### src/hw/rtl/assert_macros.svh
// assertion helpers used by the rtl
`ifndef ASSERT_MACROS_SVH
`define ASSERT_MACROS_SVH

// property must hold at every clock edge outside reset
`define ASSERT_ALWAYS(label, clk, rst, prop) \
  label: assert property (@(posedge clk) disable iff (rst) (prop)) \
    else $error("assertion failed");

// consequent must hold in the same cycle as the antecedent
`define ASSERT_IMPLIES(label, clk, rst, ante, cons) \
  label: assert property (@(posedge clk) disable iff (rst) (ante) |-> (cons)) \
    else $error("assertion failed");

// consequent must hold in the cycle after the antecedent
`define ASSERT_NEXT(label, clk, rst, ante, cons) \
  label: assert property (@(posedge clk) disable iff (rst) (ante) |=> (cons)) \
    else $error("assertion failed");

`endif

### src/hw/rtl/slcp_pkg.sv
// ----------------------------------------------------------------------------
// slcp_pkg
// Types, codes and the opcode size table of the sound log command parser.
// ----------------------------------------------------------------------------
`default_nettype none

package slcp_pkg;

  localparam logic [7:0] OP_MIN_VALID = 8'h30;
  localparam logic [7:0] OP_END       = 8'h66;
  localparam logic [7:0] OP_DATA_BLK  = 8'h67;
  localparam logic [7:0] OP_PCM_RAM   = 8'h68;
  localparam logic [7:0] BLK_MARKER   = 8'h66;

  localparam logic [3:0] PCM_OPERANDS = 4'd10;
  localparam logic [2:0] BLK_HDR_LAST = 3'd5;

  typedef enum logic [2:0] {
    PH_OPCODE   = 3'd0,
    PH_OPERANDS = 3'd1,
    PH_BLKHDR   = 3'd2,
    PH_PAYLOAD  = 3'd3,
    PH_PCMHDR   = 3'd4
  } phase_t;

  typedef enum logic [1:0] {
    ST_RUN   = 2'd0,
    ST_DONE  = 2'd1,
    ST_BAD   = 2'd2,
    ST_EARLY = 2'd3
  } status_t;

  typedef enum logic [2:0] {
    ROLE_OPCODE  = 3'd0,
    ROLE_OPERAND = 3'd1,
    ROLE_HEADER  = 3'd2,
    ROLE_PAYLOAD = 3'd3,
    ROLE_NONE    = 3'd4
  } role_t;

  typedef struct packed {
    logic [7:0] data_byte;
    logic       end_of_input;
  } cmd_t;

  typedef struct packed {
    logic [7:0] byte_value;
    logic [2:0] byte_role;
    logic [7:0] current_command;
    logic [3:0] operand_index;
    logic       command_done;
    logic [7:0] block_kind;
    logic [1:0] parse_status;
  } tag_t;

  typedef struct packed {
    phase_t      phase;
    logic [7:0]  held_command;
    logic [3:0]  operands_left;
    logic [3:0]  operand_position;
    logic [2:0]  header_position;
    logic [7:0]  held_block_kind;
    logic [31:0] payload_left;
    status_t     status;
    logic        marker_bad;
  } parse_state_t;

  typedef struct packed {
    logic       bad;
    logic [2:0] count;
  } op_info_t;

  localparam parse_state_t STATE_RESET = '{
    phase: PH_OPCODE, held_command: 8'h00, operands_left: 4'd0,
    operand_position: 4'd0, header_position: 3'd0, held_block_kind: 8'h00,
    payload_left: 32'd0, status: ST_RUN, marker_bad: 1'b0
  };

  // operand count of an opcode; 0x67 and 0x68 report zero and are handled apart
  function automatic op_info_t op_size(input logic [7:0] op);
    op_info_t info;
    info = '{bad: 1'b0, count: 3'd0};
    case (op) inside
      [8'h00:8'h2F]:        info.bad = 1'b1;
      [8'h30:8'h3F]:        info.count = 3'd1;
      [8'h40:8'h4E]:        info.count = 3'd2;
      [8'h4F:8'h50]:        info.count = 3'd1;
      [8'h51:8'h5F]:        info.count = 3'd2;
      8'h60, 8'h65:         info.bad = 1'b1;
      8'h61:                info.count = 3'd2;
      8'h64:                info.count = 3'd3;
      8'h62, 8'h63,
      [8'h66:8'h68]:        info.count = 3'd0;
      [8'h69:8'h6F]:        info.bad = 1'b1;
      [8'h70:8'h95]:        info.count = 3'd0;
      [8'h96:8'h9F]:        info.bad = 1'b1;
      [8'hA0:8'hBF]:        info.count = 3'd2;
      [8'hC0:8'hDF]:        info.count = 3'd3;
      default:              info.count = 3'd4;
    endcase
    return info;
  endfunction

endpackage

`default_nettype wire

### src/hw/rtl/sound_log_command_parser.sv
// ----------------------------------------------------------------------------
// sound_log_command_parser
// Tags each byte of a music log command stream with its role in the parse.
// ----------------------------------------------------------------------------
// Takes one stream byte (or an end mark) per request on cmd_* and returns
// exactly one tag per request on tag_*. The parse step is a single pass of
// logic between the parser state registers and the tag register, so a new
// byte is accepted every cycle as long as the tag register is empty or
// being drained in that same cycle. Errors and the finish status are sticky
// until reset.
`default_nettype none

`include "assert_macros.svh"

module sound_log_command_parser import slcp_pkg::*; (
  input  wire  clk,
  input  wire  rst,
  input  wire  cmd_valid,
  output logic cmd_ready,
  input  cmd_t cmd_data,
  output logic tag_valid,
  input  wire  tag_ready,
  output tag_t tag_data
);

  parse_state_t state;
  parse_state_t state_next;
  tag_t         tag_next;
  logic         accept;

  assign cmd_ready = !tag_valid || tag_ready;
  assign accept    = cmd_valid && cmd_ready;

  slcp_step u_step (
    .state      (state),
    .cmd        (cmd_data),
    .state_next (state_next),
    .tag        (tag_next)
  );

  always_ff @(posedge clk) begin
    if (rst) begin
      state     <= STATE_RESET;
      tag_valid <= 1'b0;
    end else begin
      if (accept) begin
        state <= state_next;
      end
      if (accept) begin
        tag_valid <= 1'b1;
      end else if (tag_ready) begin
        tag_valid <= 1'b0;
      end
    end
  end

  always_ff @(posedge clk) begin
    if (accept) begin
      tag_data <= tag_next;
    end
  end

  // a stopped parse never moves again
  `ASSERT_NEXT(a_sticky_status, clk, rst, state.status != ST_RUN, $stable(state))
  // payload phase always has bytes still to come
  `ASSERT_IMPLIES(a_payload_nonzero, clk, rst, state.phase == PH_PAYLOAD, state.payload_left != 32'd0)
  // untagged bytes carry no command
  `ASSERT_IMPLIES(a_none_no_cmd, clk, rst, tag_valid && tag_data.byte_role == ROLE_NONE, tag_data.current_command == 8'h00 && !tag_data.command_done)
  // only opcode or operand bytes complete a command
  `ASSERT_IMPLIES(a_done_role, clk, rst, tag_valid && tag_data.command_done, tag_data.byte_role == ROLE_OPCODE || tag_data.byte_role == ROLE_OPERAND)

endmodule

`default_nettype wire

### src/hw/rtl/slcp_step.sv
// ----------------------------------------------------------------------------
// slcp_step
// Combinational parse step: tags one stream byte and works out the next
// parser state.
// ----------------------------------------------------------------------------
`default_nettype none

module slcp_step import slcp_pkg::*; (
  input  parse_state_t state,
  input  cmd_t         cmd,
  output parse_state_t state_next,
  output tag_t         tag
);

  logic [7:0]  b;
  op_info_t    info;
  logic [2:0]  hdr_pos_inc;
  logic [1:0]  lane;
  logic [31:0] payload_or;
  logic [31:0] payload_dec;

  assign b           = cmd.end_of_input ? 8'h00 : cmd.data_byte;
  assign info        = op_size(b);
  assign hdr_pos_inc = state.header_position + 3'd1;
  assign lane        = state.header_position[1:0] - 2'd2;
  assign payload_dec = state.payload_left - 32'd1;

  always_comb begin
    payload_or = state.payload_left;
    case (lane)
      2'd0:    payload_or[7:0]   = state.payload_left[7:0]   | b;
      2'd1:    payload_or[15:8]  = state.payload_left[15:8]  | b;
      2'd2:    payload_or[23:16] = state.payload_left[23:16] | b;
      default: payload_or[31:24] = state.payload_left[31:24] | b;
    endcase
  end

  // next state
  always_comb begin
    state_next = state;
    if (state.status != ST_RUN) begin
      state_next = state;
    end else if (cmd.end_of_input) begin
      state_next.status = ST_EARLY;
    end else begin
      case (state.phase)
        PH_OPCODE: begin
          state_next.held_command = b;
          if (info.bad) begin
            state_next.status = ST_BAD;
          end else if (b == OP_DATA_BLK) begin
            state_next.phase           = PH_BLKHDR;
            state_next.header_position = 3'd0;
            state_next.payload_left    = 32'd0;
            state_next.marker_bad      = 1'b0;
          end else if (b == OP_PCM_RAM) begin
            state_next.phase      = PH_PCMHDR;
            state_next.marker_bad = 1'b0;
          end else if (info.count == 3'd0) begin
            if (b == OP_END) begin
              state_next.status = ST_DONE;
            end
          end else begin
            state_next.phase            = PH_OPERANDS;
            state_next.operands_left    = {1'b0, info.count};
            state_next.operand_position = 4'd0;
            state_next.marker_bad       = 1'b0;
          end
        end
        PH_OPERANDS: begin
          state_next.operand_position = state.operand_position + 4'd1;
          state_next.operands_left    = state.operands_left - 4'd1;
          if (state.operands_left == 4'd1) begin
            state_next.phase = PH_OPCODE;
            if (state.marker_bad) begin
              state_next.status = ST_BAD;
            end
          end
        end
        PH_BLKHDR: begin
          if (state.header_position == 3'd0) begin
            state_next.marker_bad = (b != BLK_MARKER);
          end else if (state.header_position == 3'd1) begin
            state_next.held_block_kind = b;
          end else begin
            state_next.payload_left = payload_or;
          end
          state_next.header_position = hdr_pos_inc;
          if (state.header_position >= BLK_HDR_LAST) begin
            state_next.header_position = 3'd0;
            if (state_next.marker_bad) begin
              state_next.status = ST_BAD;
            end else if (state_next.payload_left == 32'd0) begin
              state_next.phase = PH_OPCODE;
            end else begin
              state_next.phase = PH_PAYLOAD;
            end
          end
        end
        PH_PAYLOAD: begin
          state_next.payload_left = payload_dec;
          if (payload_dec == 32'd0) begin
            state_next.phase = PH_OPCODE;
          end
        end
        PH_PCMHDR: begin
          state_next.marker_bad       = (b != BLK_MARKER);
          state_next.phase            = PH_OPERANDS;
          state_next.operands_left    = PCM_OPERANDS;
          state_next.operand_position = 4'd0;
        end
        default: begin
          state_next.phase = PH_OPCODE;
        end
      endcase
    end
  end

  // result tag
  always_comb begin
    tag                 = '0;
    tag.byte_value      = b;
    tag.byte_role       = ROLE_NONE;
    tag.parse_status    = state_next.status;
    if (state.status == ST_RUN && !cmd.end_of_input) begin
      case (state.phase)
        PH_OPCODE: begin
          tag.byte_role       = ROLE_OPCODE;
          tag.current_command = b;
          tag.command_done    = !info.bad && info.count == 3'd0 &&
                                b != OP_DATA_BLK && b != OP_PCM_RAM;
        end
        PH_OPERANDS: begin
          tag.byte_role       = ROLE_OPERAND;
          tag.current_command = state.held_command;
          tag.operand_index   = state.operand_position;
          tag.command_done    = state.operands_left == 4'd1 && !state.marker_bad;
        end
        PH_BLKHDR: begin
          tag.byte_role       = ROLE_HEADER;
          tag.current_command = state.held_command;
          if (state.header_position != 3'd0) begin
            tag.block_kind = state_next.held_block_kind;
          end
        end
        PH_PAYLOAD: begin
          tag.byte_role       = ROLE_PAYLOAD;
          tag.current_command = state.held_command;
          tag.block_kind      = state.held_block_kind;
        end
        PH_PCMHDR: begin
          tag.byte_role       = ROLE_HEADER;
          tag.current_command = state.held_command;
        end
        default: begin
          tag.byte_role = ROLE_NONE;
        end
      endcase
    end
  end

endmodule

`default_nettype wire

### config.mk
export PLATFORM = sky130hd
export DESIGN_NAME = sound_log_command_parser
export DESIGN_NICKNAME = d
export VERILOG_FILES = /design/src/hw/rtl/slcp_pkg.sv /design/src/hw/rtl/sound_log_command_parser.sv /design/src/hw/rtl/slcp_step.sv
export VERILOG_INCLUDE_DIRS = /design/src /design/src/hw/rtl
export SDC_FILE = /design/constraint.sdc
export NUM_CORES = 1
export LEC_CHECK = 0
export BUFFER_PORTS_ARGS = -buffer_cell sky130_fd_sc_hd__buf_2
export CORE_MARGIN = 2
export CORE_UTILIZATION = 58
export CTS_BUF_LIST = sky130_fd_sc_hd__clkbuf_8 sky130_fd_sc_hd__clkbuf_16
export CTS_CLUSTER_DIAMETER = 150
export DETAILED_ROUTE_END_ITERATION = 6
export PLACE_DENSITY = 0.82
export SLEW_MARGIN = 40
export SYNTH_ARGS = -nofsm -noshare
export SYNTH_HDL_FRONTEND = slang
export SYNTH_SLANG_ARGS = --single-unit
export TNS_END_PERCENT = 50
### constraint.sdc
create_clock -name clk -period 3.57 [get_ports clk]
set_clock_uncertainty 0.05 [all_clocks]
set_input_delay 0.5355 -clock clk [delete_from_list [all_inputs] [get_ports clk]]
set_output_delay 0.5355 -clock clk [all_outputs]
set_load 0.02 [all_outputs]
Word-level counts from Yosys, hierarchy flattened
Index checks and enable logic that the tools add are counted.
{"block": "totals", "ff_bits": 100, "input_bits": 13, "out_inout_bits": 36, "wordCells": 218}
{"block": "classes", "add_sub_neg": 5, "magnitude_cmp": 23, "n_eq_ne": 30, "mux": 89, "n_bitwise": 6, "n_reduce_logical": 48}
{"operator": "$mux 40", "count": 5}
{"operator": "$mux 32", "count": 3}
{"operator": "$pmux 32 s3", "count": 1}
{"operator": "$mux 8", "count": 11}
{"operator": "$eq 8x7->1 const B", "count": 9}
{"operator": "$mux 3", "count": 24}
{"operator": "$logic_not 32->1", "count": 2}
{"operator": "$ge 8x7->1 const B", "count": 6}
{"operator": "$mux 43", "count": 1}
{"operator": "$le 8x7->1 const B", "count": 5}
{"operator": "$le 8x8->1 const B", "count": 4}
{"operator": "$or 8x8->8", "count": 4}
{"operator": "$pmux 8 s2", "count": 2}
{"operator": "$sub 32x1->32 const B", "count": 1}
{"operator": "$ge 8x8->1 const B", "count": 3}
{"operator": "$ne 8x7->1 const B", "count": 3}
{"operator": "$pmux 8 s3", "count": 1}
{"operator": "$mux 1", "count": 23}
{"operator": "$mux 2", "count": 11}
{"operator": "$reduce_and 6->1", "count": 3}
{"operator": "$logic_and 1x1->1", "count": 17}
{"operator": "$le 8x6->1 const B", "count": 2}
{"operator": "$pmux 3 s5", "count": 1}
{"operator": "$pmux 3 s4", "count": 1}
{"operator": "other kinds (35)", "count": 58}

Logic depth before layout (Yosys ltp)
Gate-level depths: netlist of the first run.
{"block": "logic_depth", "word_depth": 27, "mapped_depth": 11, "depth_no_buf": 9}

Modules after synthesis
From an unflattened synthesis of the first run, not the netlist that was laid out.
{"block": "hier_totals", "hier_cells": 950, "area_unflattened_um2": 7402.1}
{"mod": "sound_log_command_parser", "n_inst": 1, "cells_each": 336, "area_per_inst_um2": 3867.5, "seq_area_each_um2": 2342.2}
{"mod": "slcp_step", "n_inst": 1, "cells_each": 614, "area_per_inst_um2": 3534.6, "seq_area_each_um2": 0.0}

Worst setup path after synthesis of the first run
Ideal clock, no wire load.
{"block": "synth_timing", "path_kind": "input port to flip-flop", "startpoint": "input port tag_ready", "endpoint": "register, netlist name state[63]", "setup_time_ps": 116, "arrival_ps": 3014, "required_time_ps": 3404, "setup_slack_ps": 390, "cell_stages": 7, "n_path_buf": 0, "cell_sequence": "nand2b_1 and2_1 nand2_1 a211oi_1 nand3_2 or3b_1 a31o_1"}
{"block": "synth_via", "elab_chain_len": 3}
{"item": "start, declared", "line_no": "sound_log_command_parser.sv:22", "text": "input wire tag_ready,"}
{"item": "$logic_or 1x1->1", "line_no": "sound_log_command_parser.sv:31", "text": "assign cmd_ready = !tag_valid || tag_ready;"}
{"item": "$logic_and 1x1->1", "line_no": "sound_log_command_parser.sv:32", "text": "assign accept = cmd_valid && cmd_ready;"}
{"item": "via accept", "line_no": "sound_log_command_parser.sv:29", "text": "logic accept;"}
{"item": "$reduce_and 9->1 (no source line)"}
The timed path passes the listed nets, and every way through them passes these cells.
A chain may end at the register's enable or synchronous reset.

Worst setup path after layout of the first run
{"block": "layout_timing", "startpoint": "register, netlist name state[4]", "endpoint": "register, netlist name state[63]"}
{"block": "layout_via", "elab_chain_len": 12, "elab_cells_between_ends": 16, "cone_classes": "add/sub (1); eq/ne (1); mux (10); bitwise (1); reduce/logical (3)"}
{"item": "$or 8x8->8", "line_no": "slcp_step.sv:31", "text": "2'd0: payload_or[7:0] = state.payload_left[7:0] | b;"}
{"item": "$mux 8", "line_no": "slcp_step.sv:30", "text": "case (lane)"}
{"item": "$mux 32", "line_no": "slcp_step.sv:83", "text": "end else if (state.header_position == 3'd1) begin"}
{"item": "$mux 40", "line_no": "slcp_step.sv:81", "text": "if (state.header_position == 3'd0) begin"}
{"item": "$mux 40", "line_no": "slcp_step.sv:46", "text": "case (state.phase)"}
{"item": "$mux 40", "line_no": "slcp_step.sv:43", "text": "end else if (cmd.end_of_input) begin"}
{"item": "$mux 40", "line_no": "slcp_step.sv:41", "text": "if (state.status != ST_RUN) begin"}
{"item": "$logic_not 32->1", "line_no": "slcp_step.sv:93", "text": "end else if (state_next.payload_left == 32'd0) begin"}
{"item": "$mux 2", "line_no": "slcp_step.sv:93"}
{"item": "$mux 3", "line_no": "slcp_step.sv:91", "text": "if (state_next.marker_bad) begin"}
{"item": "$mux 3", "line_no": "slcp_step.sv:89", "text": "if (state.header_position >= BLK_HDR_LAST) begin"}
{"item": "$pmux 3 s5", "line_no": "slcp_step.sv:46"}
Parallel ways exist; a longest one is shown, timed or not. The select of a mux whose other input is x is not followed.

==> results of run 1 <==
-- final timing paths --
path	start	endpoint	slack, ns	cells past startpoint
min	cmd_valid	tag_valid	0.37	3
max	state[4]	state[63]	0.69	10
max reg2reg	state[4]	state[63]	0.69	10
min reg2reg	state[51]	state[51]	0.44	2
-- routing by layer --
layer / vias to the layer above / global-route usage / part of all wire
met1: 3025 / 0.4409 / 0.39
met3: 73 / 0.05320 / 0.11
met5: - / 0 / 0
li1: 2962 / - / -
met2: 443 / 0.5594 / 0.47
met4: 0 / 0.1538 / 0.036
-- stage by stage --
step | total power (W) | setup WS (ns) | std cells
2_1_floorplan | 0.001463 | 0.3904 | 788
3_3_place_gp | 0.001557 | 0.6802 | 939
3_5_place_dp | 0.001563 | 0.5950 | 939
4_1_cts | 0.002274 | 0.7529 | 955
5_1_grt | 0.002352 | 0.5416 | 955
6_report | 0.002288 | 0.6909 | 955
-- cell usage in the layout, fill, tap and decap left out, types with 8 or more instances in the layout --
| master | instances |
|---|---|
| edfxtp_1 | 34 |
| nand2_1 | 58 |
| o31ai_1 | 8 |
| nor2_1 | 94 |
| dfxtp_1 | 66 |
| buf_4 | 24 |
| nand4_1 | 20 |
| a22oi_1 | 18 |
| o21ai_1 | 14 |
| nand2b_1 | 15 |
| o21ai_0 | 23 |
| and3_1 | 9 |
| a211oi_1 | 8 |
| nand3_1 | 26 |
| ha_1 | 9 |
| buf_2 | 48 |
| clkbuf_8 | 9 |
| mux2i_1 | 10 |
| a21oi_1 | 77 |
| nor3_1 | 41 |
| inv_1 | 22 |
| nor4_1 | 12 |
| a31oi_1 | 13 |
-- cell type report --
| class | count | area share |
|---|---|---|
| Timing Repair Buffer | 72 | 0.06100 |
| Clock buffer | 9 | 0.01797 |
| Multi-Input combinational cell | 601 | 0.5316 |
| Clock inverter | 7 | 0.009622 |
| Inverter | 26 | 0.01452 |
| Sequential cell | 100 | 0.3399 |
| Tap cell | 140 | 0.02542 |
-- registers in the layout, summed over array words and instances (netlist names) --
register / count
tag_valid: 1
state: 65
tag_data: 34
-- power by group --
group          switching, W  internal (W)  total, W
logic              0.000230     0.0000934  0.000323
clock network      0.000467      0.000272  0.000739
registers         0.0000159       0.00121   0.00123
total              0.000713       0.00157   0.00229
-- worst max-delay path, delay by kind of cell (launching register included) --
family	cells	cell delay, ns
adders and majority gates	1	0.30
buffers and inverters	2	0.36
DFF	1	0.39
AOI/OAI and AO/OA	5	1.31
and+or+nand+nor	2	0.38
-- kinds of logic after synthesis --
| group | synth area share |
|---|---|
| compound gates | 0.2258 |
| mux | 0.01565 |
| xor+xnor | 0.01507 |
| flops | 0.3663 |
| simple gates | 0.2984 |
| fa+ha+maj | 0.01761 |
| buf+inv | 0.06124 |
==> flow_summary.toml, run 1 <==
[status]
status = "finished clean"

[routing]
route.antenna.remaining_nets = 0
wire_per_inst_um = 20.92
drtIter0Drc = 779
drc_errors = 0
vias = 6503
routed_wl_um = 19970
viasPerCell = 6.809
first_pass_iters = 6

[logic_synthesis]
synth.top_cells.by_area = "dfxtp_1, edfxtp_1, a21oi_1"
synthCells = 788
synth_top_area_share = 0.2066
synthArstFlopShare = 0
synth_enable_flop_cells = 34
synthFlopType = "dfxtp_1"
synthTopCellsByCount = "nor2_1, a21oi_1, dfxtp_1"
syn_area_um2 = 6395
yosysTopAreaCell = "dfxtp_1"
synth.net_count = 810
synth.distinct_cells = 88
synth_seq_cells = 100
syn_area_per_cell_um2 = 8.115
synth_warnings = 0
yosysSeqAreaShare = 0.3663
synth.most_common_cell = "nor2_1"

[cts]
cts_buffers = 9
clock-root-buffer = "clkbuf_8"
clock_latency_ns = 0.39
ctsHoldBuffers = 0
cts_resized = 0
post-cts-setup-buffers = 0
cts_tree = "built"
cts_max_path_buffers = 2
cts_sinks = 100
htreeDepth = 3
clkSlewWorstSetupHoldPaths_ns = 0.11

[worst_setup_path]
worstSetupEndpointType = "register"
crit_path_max_incr_delay_ns = 0.39
path_class = "register to register"
arrival_ns = 3.12
slowest_stage = "dfxtp_1"
path_cells = "inv_1, ha_1, nor3b_2, buf_4, nand3_1, o31a_1, a2111oi_1, o2111a_1, a31oi_1, a31o_1"
critPathLaunchType = "register"
crit_required_ns = 3.81
path_max_fanout = 12

[global_routing]
grt_usage = 0.3405
grt_pass1_vias = 5972
grt.overflow.total = 0
grt_max_degree = 43
grt_pass1_wl_um = 31200
antenna_found_initial = 0

[sta]
clock.fmax_mhz = 347.3
setup_viol_count_final = 0
setup_tns_ns = 0
relSlewSlack = 0.4620
rsz0062_at_grt = "false"
timing_hold_violations_final = 0
fin_crit_ns = 2.879
final_max_slew_viol_count = 0
tightest_slew_ns = 0.8070
whs_ns = 0.3719
fin_crit_sh = 0.8065

[floorplanning]
rows = 38
die_area_um2 = 11880
die_y_um = 109.0
design.core.area_um2 = 10790
dieWidth_um = 109.0
initial_core_util = 0.5925
ios = 49

[flow_run]
maxCapViolCount = 0

[layout]
n_antenna_cell = 0
final_layout_size_suffix_gt1_frac = 0.1472
design_area_um2 = 6892
utilization = 0.6385
regArea_um2 = 2342
multi_input_comb_area_um2 = 3664
finalNetCount = 832
syn_to_final_growth_pct = 7.768
fillCellCount = 944

[place]
dpl_cell_area_um2 = 6699
place_congestion = 0.9625
port_buffers = 48
hpwlAfterDp_um = 13730

[power_and_ir_drop]
power_leakage_nw = 2.628
power_density_nw_per_um2 = 331.9
vdd_drop_max_mv = 0.1882

[worst_hold_path]
min_path_type = "input pin to register"
(Power assumes the default switching activity.)
==> run 2: changes to the inputs <==
==> constraint.sdc (replaced) <==
create_clock -name clk -period 2.9 [get_ports clk]
set_clock_uncertainty 0.05 [all_clocks]
set_input_delay 0.435 -clock clk [delete_from_list [all_inputs] [get_ports clk]]
set_output_delay 0.435 -clock clk [all_outputs]
set_load 0.02 [all_outputs]
==> flow_summary.toml, run 2 (synthesized netlist as in run 1, its figures left out) <==
[routing]
routed_wl_um = 19980
route.antenna.remaining_nets = 0
drtIter0Drc = 639
viasPerCell = 6.687
vias = 6607
wire_per_inst_um = 20.23
first_pass_iters = 5
drc_errors = 0

[cts]
ctsHoldBuffers = 0
post-cts-setup-buffers = 0
clock-root-buffer = "clkbuf_8"
clock_latency_ns = 0.39
cts_tree = "built"
cts_buffers = 9
htreeDepth = 3
cts_resized = 0
clkSlewWorstSetupHoldPaths_ns = 0.11
cts_max_path_buffers = 2
cts_sinks = 100

[sta]
fin_crit_sh = 0.9513
setup_tns_ns = 0
fin_crit_ns = 2.759
timing_hold_violations_final = 0
tightest_slew_ns = 0.5767
setup_viol_count_final = 0
final_max_slew_viol_count = 0
fin_ws_ns = 0.1414
clock.fmax_mhz = 362.5
rsz0062_at_grt = "false"
relSlewSlack = 0.6141

[worst_setup_path]
crit_path_start = "state[4]"
arrival_ns = 2.99
path_max_fanout = 6
path_class = "register to register"
crit_required_ns = 3.13
critPathLaunchType = "register"
r2r_start = "state[4]"
worstSetupEndpointType = "register"

[floorplanning]
die_area_um2 = 11880
design.core.area_um2 = 10790
die_y_um = 109.0
ios = 49
dieWidth_um = 109.0
initial_core_util = 0.5925
rows = 38

[layout]
biggestRegsByFlops = "state x65, tag_data x34, tag_valid x1"
top_register = "state"
finalNetCount = 865
most-common-layout-cells = "nor2_1, a21oi_1, dfxtp_1, nand2_1, buf_4"
final_common_cell = "nor2_1"
n_antenna_cell = 0
syn_to_final_growth_pct = 12.27
largest_reg_flops = 65
instances_no_fill = 988
utilization = 0.6652
final_layout_size_suffix_gt1_frac = 0.1804

[worst_hold_path]
worstHoldStart = "cmd_valid"
min_path_type = "input pin to register"

[power_and_ir_drop]
p_sw_w = 0.0008918
seqPwrFrac = 0.526
internal_power_w = 0.001974
power_leakage_nw = 2.814
vdd_drop_max_mv = 0.2362
power_density_nw_per_um2 = 399.1
p_clk_frac = 0.327
p_comb_frac = 0.146
swShare = 0.3113

[global_routing]
grt_pass1_wl_um = 31110
grt_pass1_vias = 6142
top_usage_layer = "met2"
grt_max_degree = 52
grt.overflow.total = 0
use_met3 = 0.03945
grt_util_met1 = 0.4303
antenna_found_initial = 0
gr-usage-met2 = 0.5594
grt_usage = 0.3391

[place]
place_congestion = 1.020
dp_slack_ns = 0.1437
dp_cells = 972
hpwlAfterDp_um = 14090
port_buffers = 48

[flow_run]
maxCapViolCount = 0

[status]
status = "finished clean"
[run 2: path summary, 6_finish.rpt]
check,end,slack [ns],cells after the start
worst max-delay path,state[63],0.14,9
worst min-delay path,tag_valid,0.24,3
worst max register to register,state[63],0.14,9
worst min register to register,state[51],0.44,2
[run 2: area by class of cell]
cell class | instances | area (um^2)
Timing Repair Buffer | 105 | 680.7
Clock buffer | 9 | 123.9
Clock inverter | 7 | 88.84
Fill cell | 902 | 3613
Inverter | 26 | 100.1
Sequential cell | 100 | 2342
Multi-Input combinational cell | 601 | 3669
Tap cell | 140 | 175.2
[run 2: power by group through the flow]
stage	Sequential (W)	Clock, W	Combinational, W
after floorplan	0.00157	0	0.000227
after global placement	0.00154	0	0.000400
after detailed placement	0.00154	0	0.000407
after CTS	0.00151	0.000944	0.000409
after global routing	0.00151	0.000999	0.000448
final	0.00151	0.000938	0.000420
[run 2: routing by layer]
metal / routed length, um / vias to the layer above
met4: 838 / 0
met5: 0 / -
met1: 7910 / 3096
li1: - / 3041
met2: 9374 / 403
met3: 1861 / 67
[run 2: critical path, cell delays in order, from the launching register on]
cell and delay [ns]:
dfxtp_1 0.39, inv_1 0.13, ha_1 0.27, nor3b_4 0.37, nand4_1 0.19, o31a_1 0.29, o21ai_2 0.23, nand3_2 0.15
or3b_1 0.38, a31o_1 0.21
[run 2: per-stage QoR]
step / area (um^2) / hold WS, ns / total power (W)
2_1_floorplan: 6396 / 0.3950 / 0.001801
3_3_place_gp: 6960 / 0.4064 / 0.001937
3_5_place_dp: 6960 / 0.4279 / 0.001947
4_1_cts: 7173 / 0.2296 / 0.002860
5_1_grt: 7179 / 0.2611 / 0.002960
6_report: 7179 / 0.2356 / 0.002865
==> run 3: changes to the inputs <==
--- a/config.mk
+++ b/config.mk
@@ -7,12 +7,14 @@
 export NUM_CORES = 1
 export LEC_CHECK = 0
 export BUFFER_PORTS_ARGS = -buffer_cell sky130_fd_sc_hd__buf_2
+export CELL_PAD_IN_SITES_DETAIL_PLACEMENT = 1
+export CELL_PAD_IN_SITES_GLOBAL_PLACEMENT = 1
 export CORE_MARGIN = 2
-export CORE_UTILIZATION = 58
+export CORE_UTILIZATION = 46
 export CTS_BUF_LIST = sky130_fd_sc_hd__clkbuf_8 sky130_fd_sc_hd__clkbuf_16
 export CTS_CLUSTER_DIAMETER = 150
 export DETAILED_ROUTE_END_ITERATION = 6
-export PLACE_DENSITY = 0.82
+export PLACE_DENSITY = 0.86
 export SLEW_MARGIN = 40
 export SYNTH_ARGS = -nofsm -noshare
 export SYNTH_HDL_FRONTEND = slang
==> flow_summary.toml, run 3 (synthesized netlist as in run 1, its figures left out) <==
[sta]
clock.fmax_mhz = 363.9
tightest_slew_ns = 0.7293
timing_hold_violations_final = 0
rsz0062_at_grt = "false"
setup_viol_count_final = 0
relSlewSlack = 0.5120
fin_crit_sh = 0.9475
fin_crit_ns = 2.748
setup_tns_ns = 0
final_max_slew_viol_count = 0

[power_and_ir_drop]
vdd_drop_max_mv = 0.2272
power_leakage_nw = 2.900
power_density_nw_per_um2 = 427.7

[place]
dpl_cell_area_um2 = 7106
port_buffers = 48
place_congestion = 0.9629
hpwlAfterDp_um = 17130

[layout]
largest_reg_flops = 65
syn_to_final_growth_pct = 15.67
regArea_um2 = 2342
n_antenna_cell = 0
final_layout_size_suffix_gt1_frac = 0.1932
final_common_cell = "nor2_1"
multi_input_comb_area_um2 = 3666
biggestRegsByFlops = "state x65, tag_data x34, tag_valid x1"
top_register = "state"
design_area_um2 = 7397
fillCellCount = 1700
finalNetCount = 876
most-common-layout-cells = "nor2_1, a21oi_1, buf_4, dfxtp_1, nand2_1"

[cts]
cts_sinks = 100
post-cts-setup-buffers = 0
ctsHoldBuffers = 0
cts_tree = "built"
clkSlewWorstSetupHoldPaths_ns = 0.07
cts_buffers = 9
cts_max_path_buffers = 2
htreeDepth = 3
clock_latency_ns = 0.37
clock-root-buffer = "clkbuf_16"

[floorplanning]
design.core.area_um2 = 13720
dieWidth_um = 121.9
die_area_um2 = 14860
initial_core_util = 0.4661
rows = 43
die_y_um = 121.9
ios = 49

[global_routing]
grt_pass1_vias = 6877
grt_usage = 0.3298
grt_pass1_wl_um = 37670
grt.overflow.total = 0
grt_max_degree = 39
antenna_found_initial = 0

[worst_setup_path]
arrival_ns = 2.96
path_cells = "ha_1, or3b_2, a22oi_1, o21ai_1, a211oi_1, nand3_2, or3b_1, a31o_1"
path_class = "register to register"
path_max_fanout = 6
reg2reg_slack_ns = 0.15
r2r_start = "state[50]"
critPathLaunchType = "register"
crit_path_max_incr_delay_ns = 0.50
worstSetupEndpointType = "register"
crit_required_ns = 3.11
slowest_stage = "or3b_2"
reg2reg_to = "state[63]"
reg2reg_depth = 8

[routing]
drc_errors = 0
vias = 6801
routed_wl_um = 23990
wire_per_inst_um = 23.09
drtIter0Drc = 567
route.antenna.remaining_nets = 0
viasPerCell = 6.546
first_pass_iters = 5

[worst_hold_path]
min_path_type = "input pin to register"
hold_path_end = "tag_valid"
worstHoldStart = "cmd_valid"
min_delay_path_depth = 3

[status]
status = "finished clean"

[flow_run]
maxCapViolCount = 0
==> run 3: worst max path at each step <==
stage                startpoint        end  slack, ns  depth (start not counted)
floorplan             tag_ready  state[63]       0.23                          7
global placement    cmd_data[0]  state[26]       0.16                         10
detailed placement  cmd_data[0]  state[26]       0.15                         10
CTS                    state[3]  state[63]       0.20                         10
global route           state[3]  state[63]       0.01                         10
finish                state[50]  state[63]       0.15                          8
==> run 3: worst max-delay path, delay by kind of cell (launching register included) <==
family                     cells  cell delay [ns]
DFF                            1             0.39
AOI/OAI and AO/OA              4             0.98
adders and majority gates      1             0.16
and+or+nand+nor                3             1.07
==> run 3: metrics by stage <==
| step | hold slack, ns | util | setup slack, ns | power [W] | cells |
|---|---|---|---|---|---|
| after global placement | 0.4061 | 0.5179 | 0.1646 | 0.001959 | 1023 |
| after detailed placement | 0.4322 | 0.5179 | 0.1534 | 0.001978 | 1023 |
| after global routing | 0.2980 | 0.5392 | 0.01049 | 0.003252 | 1039 |
| after CTS | 0.2878 | 0.5389 | 0.2033 | 0.003157 | 1039 |
| after floorplan | 0.3950 | - | 0.2336 | 0.001801 | 788 |
| final | 0.2834 | 0.5392 | 0.1523 | 0.003164 | 1039 |
==> run 3: what timing repair did <==
item	4_1_cts	5_1_grt
endpoints found under the hold margin	0	0
endpoints found under the setup margin	0	1
gates resized for setup	0	1
==> run 3: report_power, final <==
| group | internal [W] | switching, W |
|---|---|---|
| Sequential | 0.00149 | 0.0000199 |
| Clock | 0.000615 | 0.000590 |
| Combinational | 0.000141 | 0.000310 |
| Total | 0.00224 | 0.000920 |
==> run 3: layout make-up <==
cell class,count,area share
Multi-Input combinational cell,601,0.4956
Tap cell,180,0.03045
Clock buffer,10,0.03231
Sequential cell,100,0.3166
Timing Repair Buffer,116,0.1049
Inverter,26,0.01353
Clock inverter,6,0.006597
==> run 3: metal layers <==
layer,global-route usage,vias to the layer above,part of all wire
li1,-,3058,-
met1,0.3766,3335,0.39
met2,0.5807,315,0.50
met3,0.04728,93,0.057
met4,0.2004,0,0.051
met5,0,-,0
